### src/rtl/scancode_set1_to_ascii_unit_assert.svh
// ----------------------------------------------------------------------------
// Assertion macros for the set-1 scancode translator
// Each check is a property clocked on the rising edge with a synchronous,
// active-low reset disabling it.
// ----------------------------------------------------------------------------
`ifndef SCANCODE_SET1_TO_ASCII_UNIT_ASSERT_SVH
`define SCANCODE_SET1_TO_ASCII_UNIT_ASSERT_SVH

`ifndef ASSERT_OFF

// same-cycle implication
`define SCS1A_ASSERT_IMPL(lbl, clk, rst_n, ante, cons) \
    lbl: assert property (@(posedge clk) disable iff (!(rst_n)) (ante) |-> (cons)) \
        else $error("scs1a assertion failed");

// next-cycle implication
`define SCS1A_ASSERT_NEXT(lbl, clk, rst_n, ante, cons) \
    lbl: assert property (@(posedge clk) disable iff (!(rst_n)) (ante) |=> (cons)) \
        else $error("scs1a assertion failed");

`else

`define SCS1A_ASSERT_IMPL(lbl, clk, rst_n, ante, cons)
`define SCS1A_ASSERT_NEXT(lbl, clk, rst_n, ante, cons)

`endif

`endif

### src/rtl/scs1a_pkg.sv
// ----------------------------------------------------------------------------
// scs1a_pkg
// Types, constants and key tables for the set-1 scancode translator.
// ----------------------------------------------------------------------------
`default_nettype none

package scs1a_pkg;

    // scancode framing
    localparam logic [7:0] BREAK_BIT  = 8'h80;
    localparam logic [6:0] CODE_MASK  = 7'h7F;
    localparam logic [7:0] LED_CMD    = 8'hED;
    localparam logic [7:0] CTRL_BASE  = 8'h1B;

    // modifier and lock keys
    localparam logic [6:0] KEY_ALT    = 7'h38;
    localparam logic [6:0] KEY_CTRL   = 7'h1D;
    localparam logic [6:0] KEY_LSHIFT = 7'h2A;
    localparam logic [6:0] KEY_RSHIFT = 7'h36;
    localparam logic [6:0] KEY_CAPS   = 7'h3A;
    localparam logic [6:0] KEY_NUM    = 7'h45;
    localparam logic [6:0] KEY_SCROLL = 7'h46;

    // flag bits
    localparam int MOD_ALT   = 0;
    localparam int MOD_CTRL  = 1;
    localparam int MOD_SHIFT = 2;
    localparam int LOCK_SCRL = 0;
    localparam int LOCK_NUM  = 1;
    localparam int LOCK_CAPS = 2;

    // result kind codes
    localparam logic KIND_CHAR = 1'b0;
    localparam logic KIND_LED  = 1'b1;

    // result count codes
    localparam logic [1:0] CNT_NONE = 2'd0;
    localparam logic [1:0] CNT_ONE  = 2'd1;
    localparam logic [1:0] CNT_TWO  = 2'd2;

    // translator outcome for one scancode
    typedef struct packed {
        logic [1:0] count;   // results caused by this item
        logic       kind;    // kind of first result
        logic [7:0] value;   // value of first result
        logic       last;    // last flag of first result
        logic [2:0] mods;    // modifier flags after this item
        logic [2:0] locks;   // lock flags after this item
    } t_xlat_res;

    // unshifted key table, zero for unused and out-of-range codes
    function automatic logic [7:0] plain_char(input logic [6:0] code);
        logic [7:0] c;
        case (code)
            7'd1:  c = 8'h1B;
            7'd2:  c = 8'h31;
            7'd3:  c = 8'h32;
            7'd4:  c = 8'h33;
            7'd5:  c = 8'h34;
            7'd6:  c = 8'h35;
            7'd7:  c = 8'h36;
            7'd8:  c = 8'h37;
            7'd9:  c = 8'h38;
            7'd10: c = 8'h39;
            7'd11: c = 8'h30;
            7'd12: c = 8'h2D;
            7'd13: c = 8'h3D;
            7'd14: c = 8'h08;
            7'd15: c = 8'h09;
            7'd16: c = 8'h71;
            7'd17: c = 8'h77;
            7'd18: c = 8'h65;
            7'd19: c = 8'h72;
            7'd20: c = 8'h74;
            7'd21: c = 8'h79;
            7'd22: c = 8'h75;
            7'd23: c = 8'h69;
            7'd24: c = 8'h6F;
            7'd25: c = 8'h70;
            7'd26: c = 8'h5B;
            7'd27: c = 8'h5D;
            7'd28: c = 8'h0A;
            7'd30: c = 8'h61;
            7'd31: c = 8'h73;
            7'd32: c = 8'h64;
            7'd33: c = 8'h66;
            7'd34: c = 8'h67;
            7'd35: c = 8'h68;
            7'd36: c = 8'h6A;
            7'd37: c = 8'h6B;
            7'd38: c = 8'h6C;
            7'd39: c = 8'h3B;
            7'd40: c = 8'h27;
            7'd41: c = 8'h60;
            7'd43: c = 8'h5C;
            7'd44: c = 8'h7A;
            7'd45: c = 8'h78;
            7'd46: c = 8'h63;
            7'd47: c = 8'h76;
            7'd48: c = 8'h62;
            7'd49: c = 8'h6E;
            7'd50: c = 8'h6D;
            7'd51: c = 8'h2C;
            7'd52: c = 8'h2E;
            7'd53: c = 8'h2F;
            7'd57: c = 8'h20;
            7'd59: c = 8'h80;
            7'd60: c = 8'h81;
            7'd61: c = 8'h82;
            7'd62: c = 8'h83;
            7'd63: c = 8'h84;
            7'd64: c = 8'h85;
            7'd65: c = 8'h86;
            7'd66: c = 8'h87;
            7'd67: c = 8'h88;
            7'd68: c = 8'h89;
            7'd71: c = 8'h92;
            7'd72: c = 8'h97;
            7'd73: c = 8'h94;
            7'd74: c = 8'h2D;
            7'd75: c = 8'h96;
            7'd76: c = 8'h35;
            7'd77: c = 8'h99;
            7'd78: c = 8'h2B;
            7'd79: c = 8'h93;
            7'd80: c = 8'h98;
            7'd81: c = 8'h95;
            7'd82: c = 8'h90;
            7'd83: c = 8'h91;
            7'd87: c = 8'h8A;
            7'd88: c = 8'h8B;
            default: c = 8'h00;
        endcase
        return c;
    endfunction

    // shifted key table: symbol row differs, letters go upper case
    function automatic logic [7:0] shift_char(input logic [6:0] code);
        logic [7:0] p;
        logic [7:0] c;
        p = plain_char(code);
        case (code)
            7'd2:  c = 8'h21;
            7'd3:  c = 8'h40;
            7'd4:  c = 8'h23;
            7'd5:  c = 8'h24;
            7'd6:  c = 8'h25;
            7'd7:  c = 8'h5E;
            7'd8:  c = 8'h26;
            7'd9:  c = 8'h2A;
            7'd10: c = 8'h28;
            7'd11: c = 8'h29;
            7'd12: c = 8'h5F;
            7'd13: c = 8'h2B;
            7'd26: c = 8'h7B;
            7'd27: c = 8'h7D;
            7'd39: c = 8'h3A;
            7'd40: c = 8'h22;
            7'd41: c = 8'h7E;
            7'd43: c = 8'h7C;
            7'd51: c = 8'h3C;
            7'd52: c = 8'h3E;
            7'd53: c = 8'h3F;
            default: begin
                if (p >= 8'h61 && p <= 8'h7A) begin
                    c = p - 8'h20;
                end else begin
                    c = p;
                end
            end
        endcase
        return c;
    endfunction

endpackage

`default_nettype wire

### src/rtl/scs1a_xlat.sv
// ----------------------------------------------------------------------------
// scs1a_xlat
// Combinational decode of one scancode against the modifier and lock flags:
// result count, first result and the flags left behind.
// ----------------------------------------------------------------------------
`default_nettype none

module scs1a_xlat (
    input  wire logic [7:0]          i_scancode,
    input  wire logic [2:0]          i_mods,
    input  wire logic [2:0]          i_locks,
    output scs1a_pkg::t_xlat_res     o_res
);

    logic [6:0] code;
    logic [2:0] mod_hit;
    logic [2:0] lock_hit;
    logic [7:0] plain_c;
    logic [7:0] shift_c;
    logic [7:0] char_c;
    logic       plain_lower;
    logic       shift_upper;
    logic       is_break;

    assign code     = i_scancode[6:0] & scs1a_pkg::CODE_MASK;
    assign is_break = (i_scancode & scs1a_pkg::BREAK_BIT) != 8'h00;
    assign plain_c  = scs1a_pkg::plain_char(code);
    assign shift_c  = scs1a_pkg::shift_char(code);
    assign plain_lower = (plain_c >= 8'h61) && (plain_c <= 8'h7A);
    assign shift_upper = (shift_c >= 8'h41) && (shift_c <= 8'h5A);

    // modifier and lock key decode
    always_comb begin
        mod_hit  = 3'b000;
        lock_hit = 3'b000;
        unique case (code)
            scs1a_pkg::KEY_ALT:    mod_hit[scs1a_pkg::MOD_ALT]    = 1'b1;
            scs1a_pkg::KEY_CTRL:   mod_hit[scs1a_pkg::MOD_CTRL]   = 1'b1;
            scs1a_pkg::KEY_LSHIFT,
            scs1a_pkg::KEY_RSHIFT: mod_hit[scs1a_pkg::MOD_SHIFT]  = 1'b1;
            scs1a_pkg::KEY_SCROLL: lock_hit[scs1a_pkg::LOCK_SCRL] = 1'b1;
            scs1a_pkg::KEY_NUM:    lock_hit[scs1a_pkg::LOCK_NUM]  = 1'b1;
            scs1a_pkg::KEY_CAPS:   lock_hit[scs1a_pkg::LOCK_CAPS] = 1'b1;
            default: ;
        endcase
    end

    // character selection: Alt, then Ctrl, then shift/caps
    always_comb begin
        if (i_mods[scs1a_pkg::MOD_ALT]) begin
            char_c = {1'b0, code};
        end else if (i_mods[scs1a_pkg::MOD_CTRL]) begin
            if (plain_lower) begin
                char_c = plain_c - 8'h60;
            end else if (plain_c >= 8'h5B && plain_c <= 8'h5F) begin
                char_c = plain_c - 8'h5B + scs1a_pkg::CTRL_BASE;
            end else begin
                char_c = 8'h00;
            end
        end else if (i_mods[scs1a_pkg::MOD_SHIFT]) begin
            char_c = (i_locks[scs1a_pkg::LOCK_CAPS] && shift_upper) ? plain_c : shift_c;
        end else begin
            char_c = (i_locks[scs1a_pkg::LOCK_CAPS] && plain_lower) ? shift_c : plain_c;
        end
    end

    // outcome and flag update
    always_comb begin
        o_res.count = scs1a_pkg::CNT_NONE;
        o_res.kind  = scs1a_pkg::KIND_CHAR;
        o_res.value = char_c;
        o_res.last  = 1'b1;
        o_res.mods  = i_mods;
        o_res.locks = i_locks;
        if (is_break) begin
            o_res.mods = i_mods & ~mod_hit;
        end else if (mod_hit != 3'b000) begin
            o_res.mods = i_mods | mod_hit;
        end else if (lock_hit != 3'b000) begin
            o_res.locks = i_locks ^ lock_hit;
            o_res.count = scs1a_pkg::CNT_TWO;
            o_res.kind  = scs1a_pkg::KIND_LED;
            o_res.value = scs1a_pkg::LED_CMD;
            o_res.last  = 1'b0;
        end else if (char_c != 8'h00) begin
            o_res.count = scs1a_pkg::CNT_ONE;
        end
    end

endmodule

`default_nettype wire

### src/rtl/scancode_set1_to_ascii_unit.sv
// ----------------------------------------------------------------------------
// scancode_set1_to_ascii_unit
// Set-1 keyboard scancode to character translator with modifier and lock
// tracking and keyboard LED command generation.
// ----------------------------------------------------------------------------
// Usage:
//   Input channel (i_in_valid / o_in_stall) carries one raw scancode byte per
//   item. Output channel (o_out_valid / i_out_stall) carries result items:
//   kind, value and last. Break codes and modifier keys give no result;
//   ordinary keys give at most one character; Caps, Num and Scroll lock give
//   two LED command bytes (0xED, then the new lock mask, last on the mask).
//   Path: a scancode accepted into the input register is decoded
//   combinationally and its first result is loaded into the result register.
//   Throughput: one scancode per cycle while the receiver does not stall; a lock
//   key holds the next scancode in the input register while the mask byte
//   follows the command byte. The single result register sets this rate.
//   Reset (i_rst_n low, synchronous) clears held modifiers, lock flags and
//   all valid flags; o_in_stall is high while reset is asserted.
//   When the receiver stalls, the result register holds its item and the
//   input register can still take one more scancode before o_in_stall rises.
// ----------------------------------------------------------------------------
`default_nettype none

module scancode_set1_to_ascii_unit (
    input  wire logic       i_clk,
    input  wire logic       i_rst_n,
    // scancode input channel
    input  wire logic       i_in_valid,
    output logic            o_in_stall,
    input  wire logic [7:0] i_in_scancode,
    // result output channel
    output logic            o_out_valid,
    input  wire logic       i_out_stall,
    output logic            o_out_kind,
    output logic [7:0]      o_out_value,
    output logic            o_out_last
);

`include "scancode_set1_to_ascii_unit_assert.svh"

    // registers
    logic       r_in_valid, n_in_valid;
    logic [7:0] r_in_code,  n_in_code;
    logic       r_out_valid, n_out_valid;
    logic       r_out_kind,  n_out_kind;
    logic [7:0] r_out_value, n_out_value;
    logic       r_out_last,  n_out_last;
    logic       r_pend,      n_pend;
    logic [2:0] r_pend_mask, n_pend_mask;
    logic [2:0] r_mods,      n_mods;
    logic [2:0] r_locks,     n_locks;

    logic                 out_free;
    logic                 proc;
    logic                 in_acc;
    scs1a_pkg::t_xlat_res xres;

    // decode of the held scancode
    scs1a_xlat u_xlat (
        .i_scancode (r_in_code),
        .i_mods     (r_mods),
        .i_locks    (r_locks),
        .o_res      (xres)
    );

    // handshake control
    assign out_free   = ~r_out_valid | ~i_out_stall;
    assign proc       = r_in_valid & out_free & ~r_pend;
    assign o_in_stall = ~i_rst_n | (r_in_valid & ~proc);
    assign in_acc     = i_in_valid & ~o_in_stall;

    // next-state logic
    always_comb begin
        n_in_valid  = in_acc | (r_in_valid & ~proc);
        n_in_code   = in_acc ? i_in_scancode : r_in_code;
        n_out_valid = r_out_valid;
        n_out_kind  = r_out_kind;
        n_out_value = r_out_value;
        n_out_last  = r_out_last;
        n_pend      = r_pend;
        n_pend_mask = r_pend_mask;
        n_mods      = r_mods;
        n_locks     = r_locks;
        if (out_free) begin
            n_out_valid = 1'b0;
            if (r_pend) begin
                // second LED byte: the lock mask
                n_out_valid = 1'b1;
                n_out_kind  = scs1a_pkg::KIND_LED;
                n_out_value = {5'b00000, r_pend_mask};
                n_out_last  = 1'b1;
                n_pend      = 1'b0;
            end else if (proc && xres.count != scs1a_pkg::CNT_NONE) begin
                n_out_valid = 1'b1;
                n_out_kind  = xres.kind;
                n_out_value = xres.value;
                n_out_last  = xres.last;
                n_pend      = xres.count == scs1a_pkg::CNT_TWO;
                n_pend_mask = xres.locks;
            end
        end
        if (proc) begin
            n_mods  = xres.mods;
            n_locks = xres.locks;
        end
    end

    // control registers
    always_ff @(posedge i_clk) begin
        if (!i_rst_n) begin
            r_in_valid  <= 1'b0;
            r_out_valid <= 1'b0;
            r_pend      <= 1'b0;
            r_mods      <= 3'b000;
            r_locks     <= 3'b000;
        end else begin
            r_in_valid  <= n_in_valid;
            r_out_valid <= n_out_valid;
            r_pend      <= n_pend;
            r_mods      <= n_mods;
            r_locks     <= n_locks;
        end
    end

    // payload registers
    always_ff @(posedge i_clk) begin
        r_in_code   <= n_in_code;
        r_out_kind  <= n_out_kind;
        r_out_value <= n_out_value;
        r_out_last  <= n_out_last;
        r_pend_mask <= n_pend_mask;
    end

    assign o_out_valid = r_out_valid;
    assign o_out_kind  = r_out_kind;
    assign o_out_value = r_out_value;
    assign o_out_last  = r_out_last;

    // checks
    `SCS1A_ASSERT_IMPL(a_pend_led, i_clk, i_rst_n, r_pend, r_out_valid && r_out_kind == scs1a_pkg::KIND_LED && !r_out_last)
    `SCS1A_ASSERT_NEXT(a_led_mask, i_clk, i_rst_n, r_out_valid && r_out_kind == scs1a_pkg::KIND_LED && !r_out_last && !i_out_stall, r_out_valid && r_out_kind == scs1a_pkg::KIND_LED && r_out_last)
    `SCS1A_ASSERT_IMPL(a_char_ok, i_clk, i_rst_n, r_out_valid && r_out_kind == scs1a_pkg::KIND_CHAR, r_out_last && r_out_value != 8'h00)

endmodule

`default_nettype wire

### config.mk
export PLATFORM = sky130hd
export DESIGN_NAME = scancode_set1_to_ascii_unit
export DESIGN_NICKNAME = d
export VERILOG_FILES = /design/src/rtl/scs1a_pkg.sv /design/src/rtl/scs1a_xlat.sv /design/src/rtl/scancode_set1_to_ascii_unit.sv
export VERILOG_INCLUDE_DIRS = /design/src /design/src/rtl
export SDC_FILE = /design/constraint.sdc
export NUM_CORES = 1
export LEC_CHECK = 0
export ABC_AREA = 0
export BUFFER_PORTS_ARGS = -buffer_cell sky130_fd_sc_hd__buf_4
export CAP_MARGIN = 20
export CELL_PAD_IN_SITES_DETAIL_PLACEMENT = 1
export CELL_PAD_IN_SITES_GLOBAL_PLACEMENT = 2
export CORE_MARGIN = 2
export CORE_UTILIZATION = 34
export DETAILED_ROUTE_END_ITERATION = 16
export GPL_TIMING_DRIVEN = 1
export PLACE_DENSITY = 0.83
export SLEW_MARGIN = 20
export SYNTH_ARGS = -nofsm -noshare
export SYNTH_HDL_FRONTEND = slang
export SYNTH_SLANG_ARGS = --single-unit
### constraint.sdc
create_clock -name i_clk -period 3.75 [get_ports i_clk]
set_clock_uncertainty 0.2 [all_clocks]
set_input_delay 0.5625 -clock i_clk [delete_from_list [all_inputs] [get_ports i_clk]]
set_output_delay 0.5625 -clock i_clk [all_outputs]
set_load 0.03 [all_outputs]
Word level (Yosys, flattened, before mapping)
Memories as Yosys holds them, arrays and structs flattened. A register that Yosys moved wholly into a read port is not among the register bits. Cells that the tools add are included.

$add $sub $neg: 4. Multiply operators: 0. Divide/modulo/power cells: 0. Magnitude comparators: 8. Equality and inequality tests: 29. Shifts and indexed selects: 0. Muxes and demuxes: 35. Bitwise operators: 17. Reduce and logical (&&, ||, !) cells: 17.

Operator list (number): case mux 8 bit (21 select lines) (1); == test 7 x 6 -> 1 bit, second input constant (11); 2-to-1 mux 8 bit (9); == test 7 x 4 -> 1 bit, second input constant (6); greater-or-equal comparator 8 x 7 -> 1 bit, second input constant (4); less-or-equal comparator 8 x 7 -> 1 bit, second input constant (4); == test 7 x 3 -> 1 bit, second input constant (4); 2-to-1 mux 12 bit (2); == test 7 x 5 -> 1 bit, second input constant (3); 2-to-1 mux 3 bit (6); subtractor 8 x 7 -> 8 bit, second input constant (2); == test 7 x 2 -> 1 bit, second input constant (2); == test 7 bit, second input constant (2); 2-to-1 mux 7 bit (2); 2-to-1 mux 1 bit (13); 2-to-1 mux 10 bit (1); adder 8 x 5 -> 8 bit, second input constant (1); nonzero test 8 bit (1); subtractor 8 x 6 -> 8 bit, second input constant (1); logical AND 1 bit (7); NOT 1 bit (6); nonzero test 2 bit (3); nonzero test 3 bit (2); AND 1 bit (4); 10 further kinds (13).

Register bits: 30. Latch bits: 0. Bits in writable memories: 0. Bits in read-only memories: 2048. Input port bits: 12. Logic and storage cells: 123. Memories kept: 2.

Memory list: (name not given) (words 128, width 8, read ports 1, clocked after Yosys merged registers in 1, wr ports 0, line scs1a_pkg.sv:54) `case (code)`; (name not given) (words 128, width 8, read ports 1, clocked after Yosys merged registers in 1, wr ports 0, line scs1a_pkg.sv:54).

Logic depth before layout (Yosys ltp)
Depth after elaboration: 20. Mapped depth: 13. Mapped depth without buffers: 11.

Cells and area by module
From an unflattened synthesis, not the netlist that was laid out.

Cells, all modules: 434. Area total of the unflattened synthesis: 3518.4 µm².

By module, submodules not included: scs1a_xlat (times used 1, cells each 357, area an instance 2386.0 µm², seq. area each 0.0 µm²); scancode_set1_to_ascii_unit (times used 1, cells each 77, area an instance 1132.3 µm², seq. area each 810.8 µm²).

Least setup slack after synthesis
No wires, ideal clock.

Path type: reg-to-reg. From: register r_in_code[1]. To: register r_out_kind, in the netlist o_out_kind, enable pin. Setup time: 0.383 ns. Arrival time: 2.903 ns. Required time: 3.167 ns. Path slack: 0.264 ns. Stages on the path, launching flop included: 10. Clock period less this slack: 3.486 ns. Cells stage by stage: edfxtp_1 -> or3_1 -> o32a_1 -> and3_4 -> a41oi_1 -> o31a_1 -> o211ai_2 -> o211a_1 -> and4b_1 -> a31oi_1.

Cells in the longest elaborated chain, start to end: 18. Elaborated cells on any way between the ends: 56.

Ends and longest elaborated chain: from (decl) (line scancode_set1_to_ascii_unit.sv:43) `logic [7:0] r_in_code, n_in_code;`; from (signal assigned) (line scancode_set1_to_ascii_unit.sv:127) `r_in_code <= n_in_code;`; == test 7 x 6 -> 1 bit (tied with other cells) (line scs1a_pkg.sv:142) `case (code)`; case mux 8 bit (21 select lines) (line scs1a_pkg.sv:142); greater-or-equal comparator 8 x 7 -> 1 bit / less-or-equal comparator 8 x 7 -> 1 bit (equally long branches) (line scs1a_xlat.sv:30) `assign shift_upper = (shift_c >= 8'h41) && (shift_c <= 8'h5A);`; logical AND 1 bit (line scs1a_xlat.sv:30); logical AND 1 bit (line scs1a_xlat.sv:61) `char_c = (i_locks[scs1a_pkg::LOCK_CAPS] && shift_upper) ? plain_c : shift_c;`; 2-to-1 mux 8 bit (line scs1a_xlat.sv:61); 2-to-1 mux 8 bit (line scs1a_xlat.sv:60) `end else if (i_mods[scs1a_pkg::MOD_SHIFT]) begin`; 2-to-1 mux 8 bit (line scs1a_xlat.sv:52) `end else if (i_mods[scs1a_pkg::MOD_CTRL]) begin`; [2 not listed]; 2-to-1 mux 1 bit (line scs1a_xlat.sv:85) `end else if (char_c != 8'h00) begin`; 2-to-1 mux 2 bit (line scs1a_xlat.sv:79) `end else if (lock_hit != 3'b000) begin`; 2-to-1 mux 12 bit * (line scs1a_xlat.sv:77) `end else if (mod_hit != 3'b000) begin`; 2-to-1 mux 12 bit * (line scs1a_xlat.sv:75) `if (is_break) begin`; nonzero test 2 bit * (line scancode_set1_to_ascii_unit.sv:93) `end else if (proc && xres.count != scs1a_pkg::CNT_NONE) begin`; logical AND 1 bit * (line scancode_set1_to_ascii_unit.sv:93); nonzero test 2 bit (no source line) *; AND reduction 2 bit (no source line) *; to (signal assigned) (line scancode_set1_to_ascii_unit.sv:128) `r_out_kind <= n_out_kind;`; to (decl) (line scancode_set1_to_ascii_unit.sv:45) `logic r_out_kind, n_out_kind;`.

Every way passes the cells marked *; elsewhere a longest branch is shown, timed or not. A chain may end at the register's enable or synchronous reset.

Final worst setup path
From: register r_in_code[6]. To: register r_out_value[6], in the netlist o_out_value[6], enable pin.

Cells in the longest elaborated chain, start to end: 18. Elaborated cells on any way between the ends: 56.

Ends and longest elaborated chain: == test 7 x 6 -> 1 bit (tied with other cells) (line scs1a_pkg.sv:142); case mux 8 bit (21 select lines) (line scs1a_pkg.sv:142); greater-or-equal comparator 8 x 7 -> 1 bit / less-or-equal comparator 8 x 7 -> 1 bit (equally long branches) (line scs1a_xlat.sv:30); logical AND 1 bit (line scs1a_xlat.sv:30); logical AND 1 bit (line scs1a_xlat.sv:61); 2-to-1 mux 8 bit (line scs1a_xlat.sv:61); 2-to-1 mux 8 bit (line scs1a_xlat.sv:60); 2-to-1 mux 8 bit (line scs1a_xlat.sv:52); [2 not listed]; 2-to-1 mux 1 bit (line scs1a_xlat.sv:85); 2-to-1 mux 2 bit (line scs1a_xlat.sv:79); 2-to-1 mux 12 bit * (line scs1a_xlat.sv:77); 2-to-1 mux 12 bit * (line scs1a_xlat.sv:75); nonzero test 2 bit * (line scancode_set1_to_ascii_unit.sv:93); logical AND 1 bit * (line scancode_set1_to_ascii_unit.sv:93); nonzero test 2 bit (no source line) *; AND reduction 2 bit (no source line) *; to (signal assigned) (line scancode_set1_to_ascii_unit.sv:129) `r_out_value <= n_out_value;`; to (decl) (line scancode_set1_to_ascii_unit.sv:46) `logic [7:0] r_out_value, n_out_value;`.

Marked as above.

==> flow_summary.toml <==
[clocking]
tritoncts.num_buffers = 5
cts_hold_repair.buffers = 0
insertion_delay_ns = 0.29
clkSinkCount = 38
cts_root_buffer = "clkbuf_16"
tritoncts = "built"
cts.clk_slew.worst_paths_ns = 0.06
clock_path_buffers = 2
cts_htree_levels = 2

[cells_and_area]
layout.cell_area.non_filler_um2 = 4540
drive_above_1_share_pct = 17.4
antenna-diode-count = 0
number_of_filler_cells_placed_in_the_layout = 1385
utilization_pct = 39.9
most_common_cell_after_layout_fill_and_taps_aside = "buf_4"
fin_nets = 553
layout_common_cells = "buf_4, nand2_1, a21oi_1"
area.growth.synth_to_final_pct = 15.0

[global_route]
groute.usage.overall_pct = 21.3
antenna_violations_before_repair = 0
grt_overflow_total = 0
grt_start_max_net_pins = 26
grt_first_pass_wirelength_mm = 21.8
grt_pass1_vias = 4067

[yosys]
synth.ff_latch_count = 38
ys_async_sr_fraction_pct = 0
post_synth_instance_area_um2 = 3950
number_of_distinct_library_cells_after_synthesis = 90
ys_seq_area_share_pct = 24.6
postSynthCellCount = 501
synth_top_cell_by_area = "edfxtp_1"
synth_warnings = 0
synthesis.area_per_instance_um2 = 7.88
netlist.area_leader.share_pct = 16.0
synth-main-ff-cell = "edfxtp_1"
synth.area.top_cells = "edfxtp_1, dfxtp_1, a21oi_1"
synth_nets = 527
synth_edf_count = 21

[die]
initial_utilization_pct = 34.7
dieWidth_um = 112
rows = 39
die-area_um2 = 12500
die_height_um = 112
number_of_i_o_pins = 24
coreArea_um2 = 11400

[timing]
finish_stage_setup_viols = 0
timing.final.max_slew_violations = 0
timing_hold_violations_final = 0
max_freq_mhz = 282
worst-slew-pin-transition_ns = 0.762
timing.max_slew.rel_slack_pct = 49.0
final_worst_path_setup_slack_ns = 0.200
layout_min_cycle_time_ns = 3.55
layout_worst_path_cycle_share_pct = 94.7

[routing]
remaining_drc_errors = 0
via_count_of_the_routed_design = 4128
route.final.wire_length_mm = 13.2
post_drt_via_cell_ratio = 6.15
detail-route-antenna-nets = 0
drt_first_iter_violations = 222
drt_first_pass_iters = 5
avgRoutedWirePerCell_um = 19.7

[setup_path]
critPathCaptureType = "flip-flop"
crit_path_max_incr_delay_ns = 0.56
timing.reg2reg.setup_slack_ns = 0.20
r2r_end = "o_out_value[6]$_SDFFCE_PP0P_"
worst-endpoint-required_ns = 3.54
worst_path_max_delay_cell = "edfxtp_1"
startpoint_type = "flip-flop"
cp_cell_sequence = "or3_1 -> o32a_1 -> and3_4 -> a41oi_1 -> o31a_1 -> o211ai_2 -> o211a_1 -> and4b_1 -> a31oi_1 -> buf_4"
worstPathBufferInverterCount = 1
r2r-start = "r_in_code[6]$_DFFE_PP_"
worst-path-max-fanout = 12
worstPathArrival_ns = 3.34
rr_worst_depth = 10
type_of_the_worst_setup_path = "flip-flop to flip-flop"
cpLargestDelayFamily = "compound AO/OA/AOI/OAI gates"

[placed_design]
post-place-ws_ns = 0.0219
io_buffer_count = 23
placed_cell_area_um2 = 4320
hpwl_mm = 10.2
routabilityCongestion = 0.906

[worst_hold_path]
min_to = "r_in_code[7]$_DFFE_PP_"
hold_path_depth = 1
hold_start = "i_in_scancode[7]"
hold_path_class = "input port to flip-flop"

[power]
static-leakage-power_uw = 0.00172
vdd.ir_drop.worst_v = 0.000143
powerDensity_nw_per_um2 = 305

[flow_run]
maxCapViolCount = 0

[status]
run_status = "complete, no violations"
==> sequential cells by signal (all words and copies together) (netlist names), named ones only <==
register / count
r_locks: 3
o_out_value: 8
r_pend_mask: 3
r_in_code: 8
r_pend: 1
r_in_valid: 1
o_out_kind: 1
u_xlat.plain_c: 8
o_out_last: 1
o_out_valid: 1
==> through the flow <==
stage               setup TNS, ns  power (uW)  std cells  hold WS, ns
finish                          0        1380        671        0.246
global route              -0.0117        1450        671        0.242
CTS                             0        1380        669        0.246
detailed placement              0         914        659        0.285
global placement                0         908        659        0.264
floorplan                       0         788        501        0.251
==> Yosys cell counts, types with 4 or more instances <==
cell	instances
dfxtp_1	17
nand4_1	5
nand2_1	48
mux2i_1	6
mux2_2	5
ha_1	14
o211ai_1	7
or3_1	4
nor4_1	7
a21oi_1	39
nor2_1	35
clkbuf_1	14
nand2b_1	6
o22ai_1	6
inv_1	16
nor3_1	12
and2_1	7
nand3_1	27
nor4bb_1	5
a31oi_1	18
a221oi_1	4
buf_2	10
nor2b_1	7
o21ai_0	36
xnor2_1	6
edfxtp_1	21
buf_4	6
and3_1	5
==> layer usage <==
layer	vias to the layer above	part of all wire, %	track usage, %
met1	2029	45	27.8
met4	0	1.0	4.12
met5	-	0	0
met3	11	5.4	3.70
met2	125	49	37.2
li1	1963	-	-
==> worst register-to-register path: stages, from the launching register on <==
cell and delay, ns:
edfxtp_1 0.56, or3_1 0.42, o32a_1 0.40, and3_4 0.20, a41oi_1 0.20, o31a_1 0.24
o211ai_2 0.14, o211a_1 0.26, and4b_1 0.25, a31oi_1 0.18, buf_4 0.20
==> worst max path at each step <==
stage	startpoint	end	slack [ns]	depth (start not counted)
6_report	r_in_code[6]$_DFFE_PP_	o_out_value[6]$_SDFFCE_PP0P_	0.20	10
5_1_grt	r_in_code[0]$_DFFE_PP_	o_out_kind$_SDFFCE_PP1P_	-0.002	11
4_1_cts	r_in_code[0]$_DFFE_PP_	o_out_value[3]$_SDFFCE_PP0P_	0.07	11
3_5_place_dp	r_in_code[1]$_DFFE_PP_	o_out_value[3]$_SDFFCE_PP0P_	0.02	10
3_3_place_gp	r_in_code[1]$_DFFE_PP_	o_out_value[6]$_SDFFCE_PP0P_	0.02	10
2_1_floorplan	r_in_code[1]$_DFFE_PP_	o_out_kind$_SDFFCE_PP1P_	0.26	9
==> cell type report <==
| cell class | instances | area, um2 | area share [%] |
|---|---|---|---|
| multi-input combinational | 408 | 2730 | 60.1 |
| sequential | 38 | 971 | 21.4 |
| timing repair buffer | 55 | 425 | 9.37 |
| tap | 143 | 179 | 3.94 |
| clock buffer | 6 | 150 | 3.31 |
| inverter | 19 | 71.3 | 1.57 |
| clock inverter | 2 | 13.8 | 0.303 |
==> logic make-up (layout without fill, tap and decap cells) <==
family / after synthesis / after routing / share of synthesized area, %
AND/OR/NAND/NOR: 192 / 192 / 26.3
AO/OA/AOI/OAI: 179 / 179 / 31.9
buffers and inverters: 55 / 82 / 6.69
flip-flops: 38 / 38 / 24.6
adder cells (fa/ha/maj): 15 / 15 / 4.69
multiplexers: 13 / 13 / 3.80
XOR/XNOR: 9 / 9 / 2.00
==> report_power, final <==
part	leakage, uW	internal, uW	switching, uW
combinational	0.00131	164	250
clock	0.0000785	287	179
sequential	0.000328	467	35.6
==> repair_timing <==
| item | 4_1_cts | 5_1_grt |
|---|---|---|
| resized for setup | 0 | 3 |
| setup endpoints to repair | 10 | 15 |
| setup buffers | 2 | 2 |
| pin swaps | 0 | 1 |
| endpoints found under the hold margin | 0 | 0 |
No activity file was read; power rests on OpenSTA's default activity.
